**config.mk**
```make
export PLATFORM = sky130hd
export DESIGN_NAME = sorted_priority_queue_top_flat
export DESIGN_NICKNAME = d
export VERILOG_FILES = /design/src/spq_pkg.sv /design/src/spq_req_if.sv /design/src/spq_rsp_if.sv /design/src/spq_cell.sv /design/src/sorted_priority_queue_top.sv /design/src/flat_wrapper.sv
export SDC_FILE = /design/constraint.sdc
export NUM_CORES = 2
export LEC_CHECK = 0
export BUFFER_PORTS_ARGS = -buffer_cell sky130_fd_sc_hd__buf_4
export CORE_MARGIN = 2
export CORE_UTILIZATION = 65
export DETAILED_ROUTE_END_ITERATION = 8
export PLACE_DENSITY = 0.83
export SLEW_MARGIN = 0
export SYNTH_ARGS = -nofsm -noshare
export SYNTH_HDL_FRONTEND = slang
export SYNTH_SLANG_ARGS = --single-unit
```
**constraint.sdc**
```tcl
create_clock -name clock -period 13.74 [get_ports clock]
set_input_delay 2.061 -clock clock [delete_from_list [all_inputs] [get_ports clock]]
set_output_delay 2.061 -clock clock [all_outputs]
set_load 0.01 [all_outputs]
```
**src/spq_pkg.sv**
```systemverilog
`default_nettype none
package spq_pkg;

   localparam int QUEUE_DEPTH   = 16;
   localparam int PRIORITY_BITS = 16;
   localparam int DATA_BITS     = 32;
   localparam int COUNT_BITS    = $clog2(QUEUE_DEPTH + 1);

   localparam logic MODE_PUSH = 1'b0;
   localparam logic MODE_POP  = 1'b1;

   localparam logic [1:0] STATUS_OK    = 2'd0;
   localparam logic [1:0] STATUS_FULL  = 2'd1;
   localparam logic [1:0] STATUS_EMPTY = 2'd2;

   typedef struct packed {
      logic [DATA_BITS-1:0]     data;
      logic [PRIORITY_BITS-1:0] prio;
   } spq_entry_type;

   typedef struct packed {
      logic                     push;
      logic                     pop;
      logic [DATA_BITS-1:0]     new_data;
      logic [PRIORITY_BITS-1:0] new_prio;
   } spq_ctrl_type;

endpackage
`default_nettype wire

```
**src/spq_req_if.sv**
```systemverilog
`default_nettype none
interface spq_req_if
   import spq_pkg::*;
   ();
   logic                            valid;
   logic                            ready;
   logic                            mode;
   logic signed [DATA_BITS-1:0]     item_data;
   logic        [PRIORITY_BITS-1:0] item_priority;

   modport source (output valid, mode, item_data, item_priority, input ready);
   modport sink   (input valid, mode, item_data, item_priority, output ready);
endinterface
`default_nettype wire

```
**src/spq_rsp_if.sv**
```systemverilog
`default_nettype none
interface spq_rsp_if
   import spq_pkg::*;
   ();
   logic                            valid;
   logic                            ready;
   logic signed [DATA_BITS-1:0]     removed_data;
   logic signed [DATA_BITS-1:0]     front_data;
   logic        [PRIORITY_BITS-1:0] front_priority;
   logic        [COUNT_BITS-1:0]    entry_count;
   logic                            empty_flag;
   logic        [1:0]               status;

   modport source (output valid, removed_data, front_data, front_priority,
                   entry_count, empty_flag, status, input ready);
   modport sink   (input valid, removed_data, front_data, front_priority,
                   entry_count, empty_flag, status, output ready);
endinterface
`default_nettype wire

```
**src/spq_cell.sv**
```systemverilog
`default_nettype none
module spq_cell
   import spq_pkg::*;
(
   input  wire logic          clock,
   input  wire spq_ctrl_type  ctrl,
   input  wire logic          occupied,
   input  wire spq_entry_type left_entry,
   input  wire logic          left_less,
   input  wire spq_entry_type right_entry,
   output      logic          less,
   output      spq_entry_type entry,
   output      spq_entry_type entry_next
);

   spq_entry_type entry_ff;
   spq_entry_type entry_in;

   assign less = occupied && (entry_ff.prio < ctrl.new_prio);

   // A push keeps entries ahead of the insertion point, drops the new item
   // into the first cell that is not ahead, and shifts the rest right.
   always_comb begin
      entry_in = entry_ff;
      if (ctrl.push) begin
         if (!less) begin
            if (left_less) begin
               entry_in.data = ctrl.new_data;
               entry_in.prio = ctrl.new_prio;
            end else begin
               entry_in = left_entry;
            end
         end
      end else if (ctrl.pop) begin
         entry_in = right_entry;
      end
   end

   always_ff @(posedge clock) begin
      entry_ff <= entry_in;
   end

   assign entry      = entry_ff;
   assign entry_next = entry_in;

endmodule
`default_nettype wire

```
**src/sorted_priority_queue_top.sv**
```systemverilog
// Results show in the cycle after their items are accepted. Every cell compares
// and shifts at once: one push or pop per cycle, unless a result waits.
// The response register frees the input as soon as its item is taken.
// Reset (synchronous, active high) empties the queue and the response register.
// Slot contents are not cleared; only slots below the count are ever shown.
`default_nettype none
module sorted_priority_queue_top
   import spq_pkg::*;
(
   input wire logic clock,
   input wire logic reset,
   spq_req_if.sink   req_ch,
   spq_rsp_if.source rsp_ch
);

   logic [COUNT_BITS-1:0] count_ff;
   logic [COUNT_BITS-1:0] count_in;
   logic                  rsp_valid_ff;
   logic                  rsp_valid_in;

   logic signed [DATA_BITS-1:0]     removed_ff;
   logic signed [DATA_BITS-1:0]     front_data_ff;
   logic        [PRIORITY_BITS-1:0] front_prio_ff;
   logic        [COUNT_BITS-1:0]    rsp_count_ff;
   logic        [1:0]               status_ff;
   logic        [1:0]               status_in;

   logic         accept;
   logic         full;
   logic         empty;
   spq_ctrl_type ctrl;

   spq_entry_type entry_q    [QUEUE_DEPTH];
   spq_entry_type entry_next [QUEUE_DEPTH];
   logic          less       [QUEUE_DEPTH];

   assign req_ch.ready = !rsp_valid_ff || rsp_ch.ready;
   assign accept       = req_ch.valid && req_ch.ready;
   assign full         = (count_ff == COUNT_BITS'(QUEUE_DEPTH));
   assign empty        = (count_ff == '0);

   always_comb begin
      ctrl.push     = accept && (req_ch.mode == MODE_PUSH) && !full;
      ctrl.pop      = accept && (req_ch.mode == MODE_POP) && !empty;
      ctrl.new_data = req_ch.item_data;
      ctrl.new_prio = req_ch.item_priority;
   end

   for (genvar i = 0; i < QUEUE_DEPTH; i++) begin : g_cell
      logic          occupied;
      spq_entry_type left_entry;
      logic          left_less;
      spq_entry_type right_entry;

      assign occupied = (COUNT_BITS'(i) < count_ff);

      if (i == 0) begin : g_head
         assign left_entry = entry_q[0];
         assign left_less  = 1'b1;
      end else begin : g_body
         assign left_entry = entry_q[i-1];
         assign left_less  = less[i-1];
      end

      if (i == QUEUE_DEPTH - 1) begin : g_tail
         assign right_entry = entry_q[i];
      end else begin : g_mid
         assign right_entry = entry_q[i+1];
      end

      spq_cell u_cell (
         .clock       (clock),
         .ctrl        (ctrl),
         .occupied    (occupied),
         .left_entry  (left_entry),
         .left_less   (left_less),
         .right_entry (right_entry),
         .less        (less[i]),
         .entry       (entry_q[i]),
         .entry_next  (entry_next[i])
      );
   end

   always_comb begin
      count_in = count_ff;
      if (ctrl.push) begin
         count_in = count_ff + COUNT_BITS'(1);
      end else if (ctrl.pop) begin
         count_in = count_ff - COUNT_BITS'(1);
      end
   end

   always_comb begin
      status_in = STATUS_OK;
      if (req_ch.mode == MODE_PUSH && full) begin
         status_in = STATUS_FULL;
      end else if (req_ch.mode == MODE_POP && empty) begin
         status_in = STATUS_EMPTY;
      end
   end

   always_comb begin
      rsp_valid_in = rsp_valid_ff;
      if (accept) begin
         rsp_valid_in = 1'b1;
      end else if (rsp_ch.ready) begin
         rsp_valid_in = 1'b0;
      end
   end

   always_ff @(posedge clock) begin
      if (reset) begin
         count_ff     <= '0;
         rsp_valid_ff <= 1'b0;
      end else begin
         count_ff     <= count_in;
         rsp_valid_ff <= rsp_valid_in;
      end
   end

   always_ff @(posedge clock) begin
      if (accept) begin
         removed_ff    <= ctrl.pop ? entry_q[0].data : '0;
         front_data_ff <= (count_in != '0) ? entry_next[0].data : '0;
         front_prio_ff <= (count_in != '0) ? entry_next[0].prio : '0;
         rsp_count_ff  <= count_in;
         status_ff     <= status_in;
      end
   end

   assign rsp_ch.valid          = rsp_valid_ff;
   assign rsp_ch.removed_data   = removed_ff;
   assign rsp_ch.front_data     = front_data_ff;
   assign rsp_ch.front_priority = front_prio_ff;
   assign rsp_ch.entry_count    = rsp_count_ff;
   assign rsp_ch.empty_flag     = (rsp_count_ff == '0);
   assign rsp_ch.status         = status_ff;

endmodule
`default_nettype wire

```
**src/flat_wrapper.sv**
```systemverilog
// flat-port wrapper written by rule: the top's interface ports become plain ports
module sorted_priority_queue_top_flat import spq_pkg::*;
  (clock, reset, req_ch_valid, req_ch_mode, req_ch_item_data, req_ch_item_priority, req_ch_ready, rsp_ch_valid, rsp_ch_removed_data, rsp_ch_front_data, rsp_ch_front_priority, rsp_ch_entry_count, rsp_ch_empty_flag, rsp_ch_status, rsp_ch_ready);
  spq_req_if req_ch_i ();
  spq_rsp_if rsp_ch_i ();
  input wire logic clock;
  input wire logic reset;
  input wire logic [$bits(req_ch_i.valid)-1:0] req_ch_valid;
  input wire logic [$bits(req_ch_i.mode)-1:0] req_ch_mode;
  input wire logic [$bits(req_ch_i.item_data)-1:0] req_ch_item_data;
  input wire logic [$bits(req_ch_i.item_priority)-1:0] req_ch_item_priority;
  output wire logic [$bits(req_ch_i.ready)-1:0] req_ch_ready;
  output wire logic [$bits(rsp_ch_i.valid)-1:0] rsp_ch_valid;
  output wire logic [$bits(rsp_ch_i.removed_data)-1:0] rsp_ch_removed_data;
  output wire logic [$bits(rsp_ch_i.front_data)-1:0] rsp_ch_front_data;
  output wire logic [$bits(rsp_ch_i.front_priority)-1:0] rsp_ch_front_priority;
  output wire logic [$bits(rsp_ch_i.entry_count)-1:0] rsp_ch_entry_count;
  output wire logic [$bits(rsp_ch_i.empty_flag)-1:0] rsp_ch_empty_flag;
  output wire logic [$bits(rsp_ch_i.status)-1:0] rsp_ch_status;
  input wire logic [$bits(rsp_ch_i.ready)-1:0] rsp_ch_ready;
  assign req_ch_i.valid = req_ch_valid;
  assign req_ch_i.mode = req_ch_mode;
  assign req_ch_i.item_data = req_ch_item_data;
  assign req_ch_i.item_priority = req_ch_item_priority;
  assign req_ch_ready = req_ch_i.ready;
  assign rsp_ch_valid = rsp_ch_i.valid;
  assign rsp_ch_removed_data = rsp_ch_i.removed_data;
  assign rsp_ch_front_data = rsp_ch_i.front_data;
  assign rsp_ch_front_priority = rsp_ch_i.front_priority;
  assign rsp_ch_entry_count = rsp_ch_i.entry_count;
  assign rsp_ch_empty_flag = rsp_ch_i.empty_flag;
  assign rsp_ch_status = rsp_ch_i.status;
  assign rsp_ch_i.ready = rsp_ch_ready;
  sorted_priority_queue_top u_core (.clock(clock), .reset(reset), .req_ch(req_ch_i), .rsp_ch(rsp_ch_i));
endmodule
```
==> key figures <==
Outcome
  – Outcome: finished, final reports clean

Floorplanning
  – Die width: 283 um
  – Initial core utilization: between 60% and 70%
  – Row Count: slightly above 100
  – Ports: ~140
  – Chip height: between 200 and 300 um
  – Core area: approximately 0.077 sq mm
  – Die Area: about 0.080 sq mm

Critical path
  – CP required: 14.03 ns
  – Crit path DAT: around 6.6 ns
  – FF-to-FF Start: u_core.count_ff[1]
  – Worst Setup End Kind: flop
  – Setup crit start: req_ch_item_priority[1]
  – CP max FO: slightly below 50
  – WS Path Type: input pin to flop
  – Startpoint Class: input pin

Cells and area
  – Area delta synth->final: 9.01%
  – Final cell area excluding filler cells: 0.0550 sq mm
  – Final Util: a little over 70%
  – Nets: around 5200
  – Fillcell total: roughly 5500
  – Final Non-Filler Cells: a little over 6000
  – Fraction of layout cells with a size suffix above 1: between 10% and 20%

Logic synthesis
  – Top cell type's share of synthesized area: around half
  – Largest area contributor in the netlist: edfxtp_1
  – Syn nets: around 5400
  – Post-synthesis async set-or-reset flop share: 0%
  – Synth area leaders: edfxtp_1, ha_1, o211ai_1
  – Register area share after synthesis: 50.2%
  – Most frequent cell after synthesis: edfxtp_1
  – Syn_area_per_cell: 9.89 sq um
  – Number of flops mapped to enable cells by yosys: 807
  – Yosys cell types: 69
  – Area of the mapped netlist: ~0.050 sq mm
  – #FFs+latches synth: ~860
  – Synth top cells by count: edfxtp_1, nand2_1, a21oi_1, clkbuf_1, o211ai_1
  – Post-Syn Instances: between 5000 and 6000
  – Ys flop type: edfxtp_1
  – Yosys warns: 0

Place
  – Input/output buffers: between 100 and 150
  – Detail Placement HPWL: 102000 um
  – Placement Setup Slack: between 7 and 8 ns
  – DP Cell Count: 5864
  – Placer Congestion: about 1.0
  – Placed instance area: approximately 0.052 sq mm

Global routing
  – GRT Total Usage: a little over two fifths
  – First-pass GRT wire length: between 200000 and 300000 um
  – Largest net degree at the start of global routing: ~210
  – Initial antenna violation count: 9
  – Vias in the first global route: about 44000
  – GR Overflow Total: 0

STA
  – Setup Skew: 0.0199 ns
  – Final Hold Vio Count: 0
  – Setup TNS: 0 ns
  – Final Cycle Share: approximately 46%
  – Achievable Freq: 159 MHz
  – RSZ-0062 raised after global routing: false
  – Final setup violation count: 0
  – Hold slack: around 0.54 ns
  – Max_slew headroom: about 13%
  – Post-layout min period: approximately 6.3 ns
  – Setup ws final: approximately 7.5 ns
  – Least-Margin Pin Slew: between 1 and 1.5 ns
  – Final Slew Violations: 0

Clocking
  – Clk Latency, worst-skew pair: slightly below 0.7 ns
  – Clk pin slew, worst setup/hold paths: roughly 0.06 ns
  – CTS buffer count: between 90 and 100
  – Post CTS Setup Buffer Count: 0
  – Root Driver: clkbuf_16
  – Post-CTS Hold Fix Bufs: 0
  – H-tree depth: 3
  – CTS tree: done
  – Worst-case clock buffer depth: 3
  – Clock Sinks: 861
  – Post-CTS Resized: 0

Detailed routing
  – DRC: 0
  – Drt total wl: 176000 um
  – WL per Instance: around 29 um
  – DR vias/cell: 7.57
  – Drt pass-1 iters: 8
  – Via count: 45800
  – Post-DRT Antenna Nets: 0
  – Iter 0 DRT Violations: slightly below 8000

Power
  – LEAKAGE: between 15 and 20 nW
  – Pwr/cell area: 155 mW/mm^2
  – Worst vdd ir: 0.000101 V
  – Final Power: about 8.5 mW

Job
  – Number of maximum-capacitance violations: 0

Min path
  – Hold crit path type: flop to flop
  – Min-delay src: u_core.g_cell[0].u_cell.entry[34]
==> critical path: stages <==
cell       delay, ns
buf_4           0.16
inv_1           0.57
ha_1            0.36
a2111oi_0       1.04
nor4_1          0.22
a2111oi_4       0.65
o22a_2          0.22
buf_4           0.66
nand2_2         0.09
buf_4           0.44
==> path summary, 6_finish.rpt <==
check / depth (start not counted) / slack, ns / endpoint
worst max-delay path: 10 / 7.47 / u_core.g_cell[4].u_cell.entry[39]
worst min-delay path: 2 / 0.54 / u_core.g_cell[0].u_cell.entry[34]
worst max register to register: 9 / 8.66 / u_core.g_cell[5].u_cell.entry[40]
worst min register to register: 2 / 0.54 / u_core.g_cell[0].u_cell.entry[34]
==> flip-flops by register name (all words and copies together) (netlist names) <==
name                          count
u_core.rsp_ch.status              2
u_core.count_ff                   5
u_core.g_cell.u_cell.entry      768
u_core.rsp_ch.entry_count         5
u_core.rsp_ch.removed_data       32
u_core.rsp_ch.front_priority     16
u_core.rsp_ch.front_data         32
u_core.rsp_ch.valid               1
==> logic make-up (layout without fill, tap and decap cells) <==
| kind of cell | after synthesis | in the layout | share of synthesized area (%) |
|---|---|---|---|
| xor gates and xnor gates | 2 | 2 | 0.0347 |
| AOI/OAI and AO/OA | 1497 | 1497 | 18.5 |
| DFF | 861 | 861 | 50.2 |
| other | 0 | 8 | 0 |
| muxes | 194 | 194 | 3.97 |
| buffers and inverters | 531 | 429 | 4.26 |
| adders and majority gates | 244 | 244 | 6.05 |
| and+or+nand+nor | 1768 | 1768 | 17.0 |
==> cell type report <==
class                      instances  area [sq um]  area share (%)
antenna                            8          20.0          0.0364
tap                             1040          1300            2.37
sequential                       861         25300            46.1
inverter                          27           104           0.189
multi-input combinational       3705         23400            42.5
clock buffer                     141          2690            4.89
timing repair buffer             231          1780            3.25
clock inverter                    30           369           0.672
==> cell usage in the layout, fill, tap and decap left out, drive strengths merged, types with 28 or more instances in the layout <==
cell type  netlist  final
a21oi          459    459
nand4          215    215
nand3          295    295
o21ai          392    392
mux2            48     48
nor2           334    334
clkbuf         409    141
and3           227    227
edfxtp         807    807
ha             244    244
o211ai         390    390
a21o            39     39
or2            103    103
buf             95    231
dfxtp           54     54
a31oi           53     53
a22oi           46     46
nand2          533    533
mux2i          146    146
inv             27     28
o221a           48     48
==> where the power goes <==
| part | total, mW | internal (mW) | switching, mW |
|---|---|---|---|
| Sequential | 3.80 | 3.45 | 0.350 |
| Clock | 2.56 | 1.45 | 1.11 |
| Combinational | 2.14 | 0.674 | 1.47 |
==> routing by layer <==
metal	global-route usage, %	routed length [um]	vias to the layer above
li1	-	-	19000
met1	56.0	60500	21400
met2	63.7	76700	4427
met3	12.7	26400	906
met4	28.5	12200	4
met5	0.611	81	-
No activity file was read; power rests on OpenSTA's default activity.
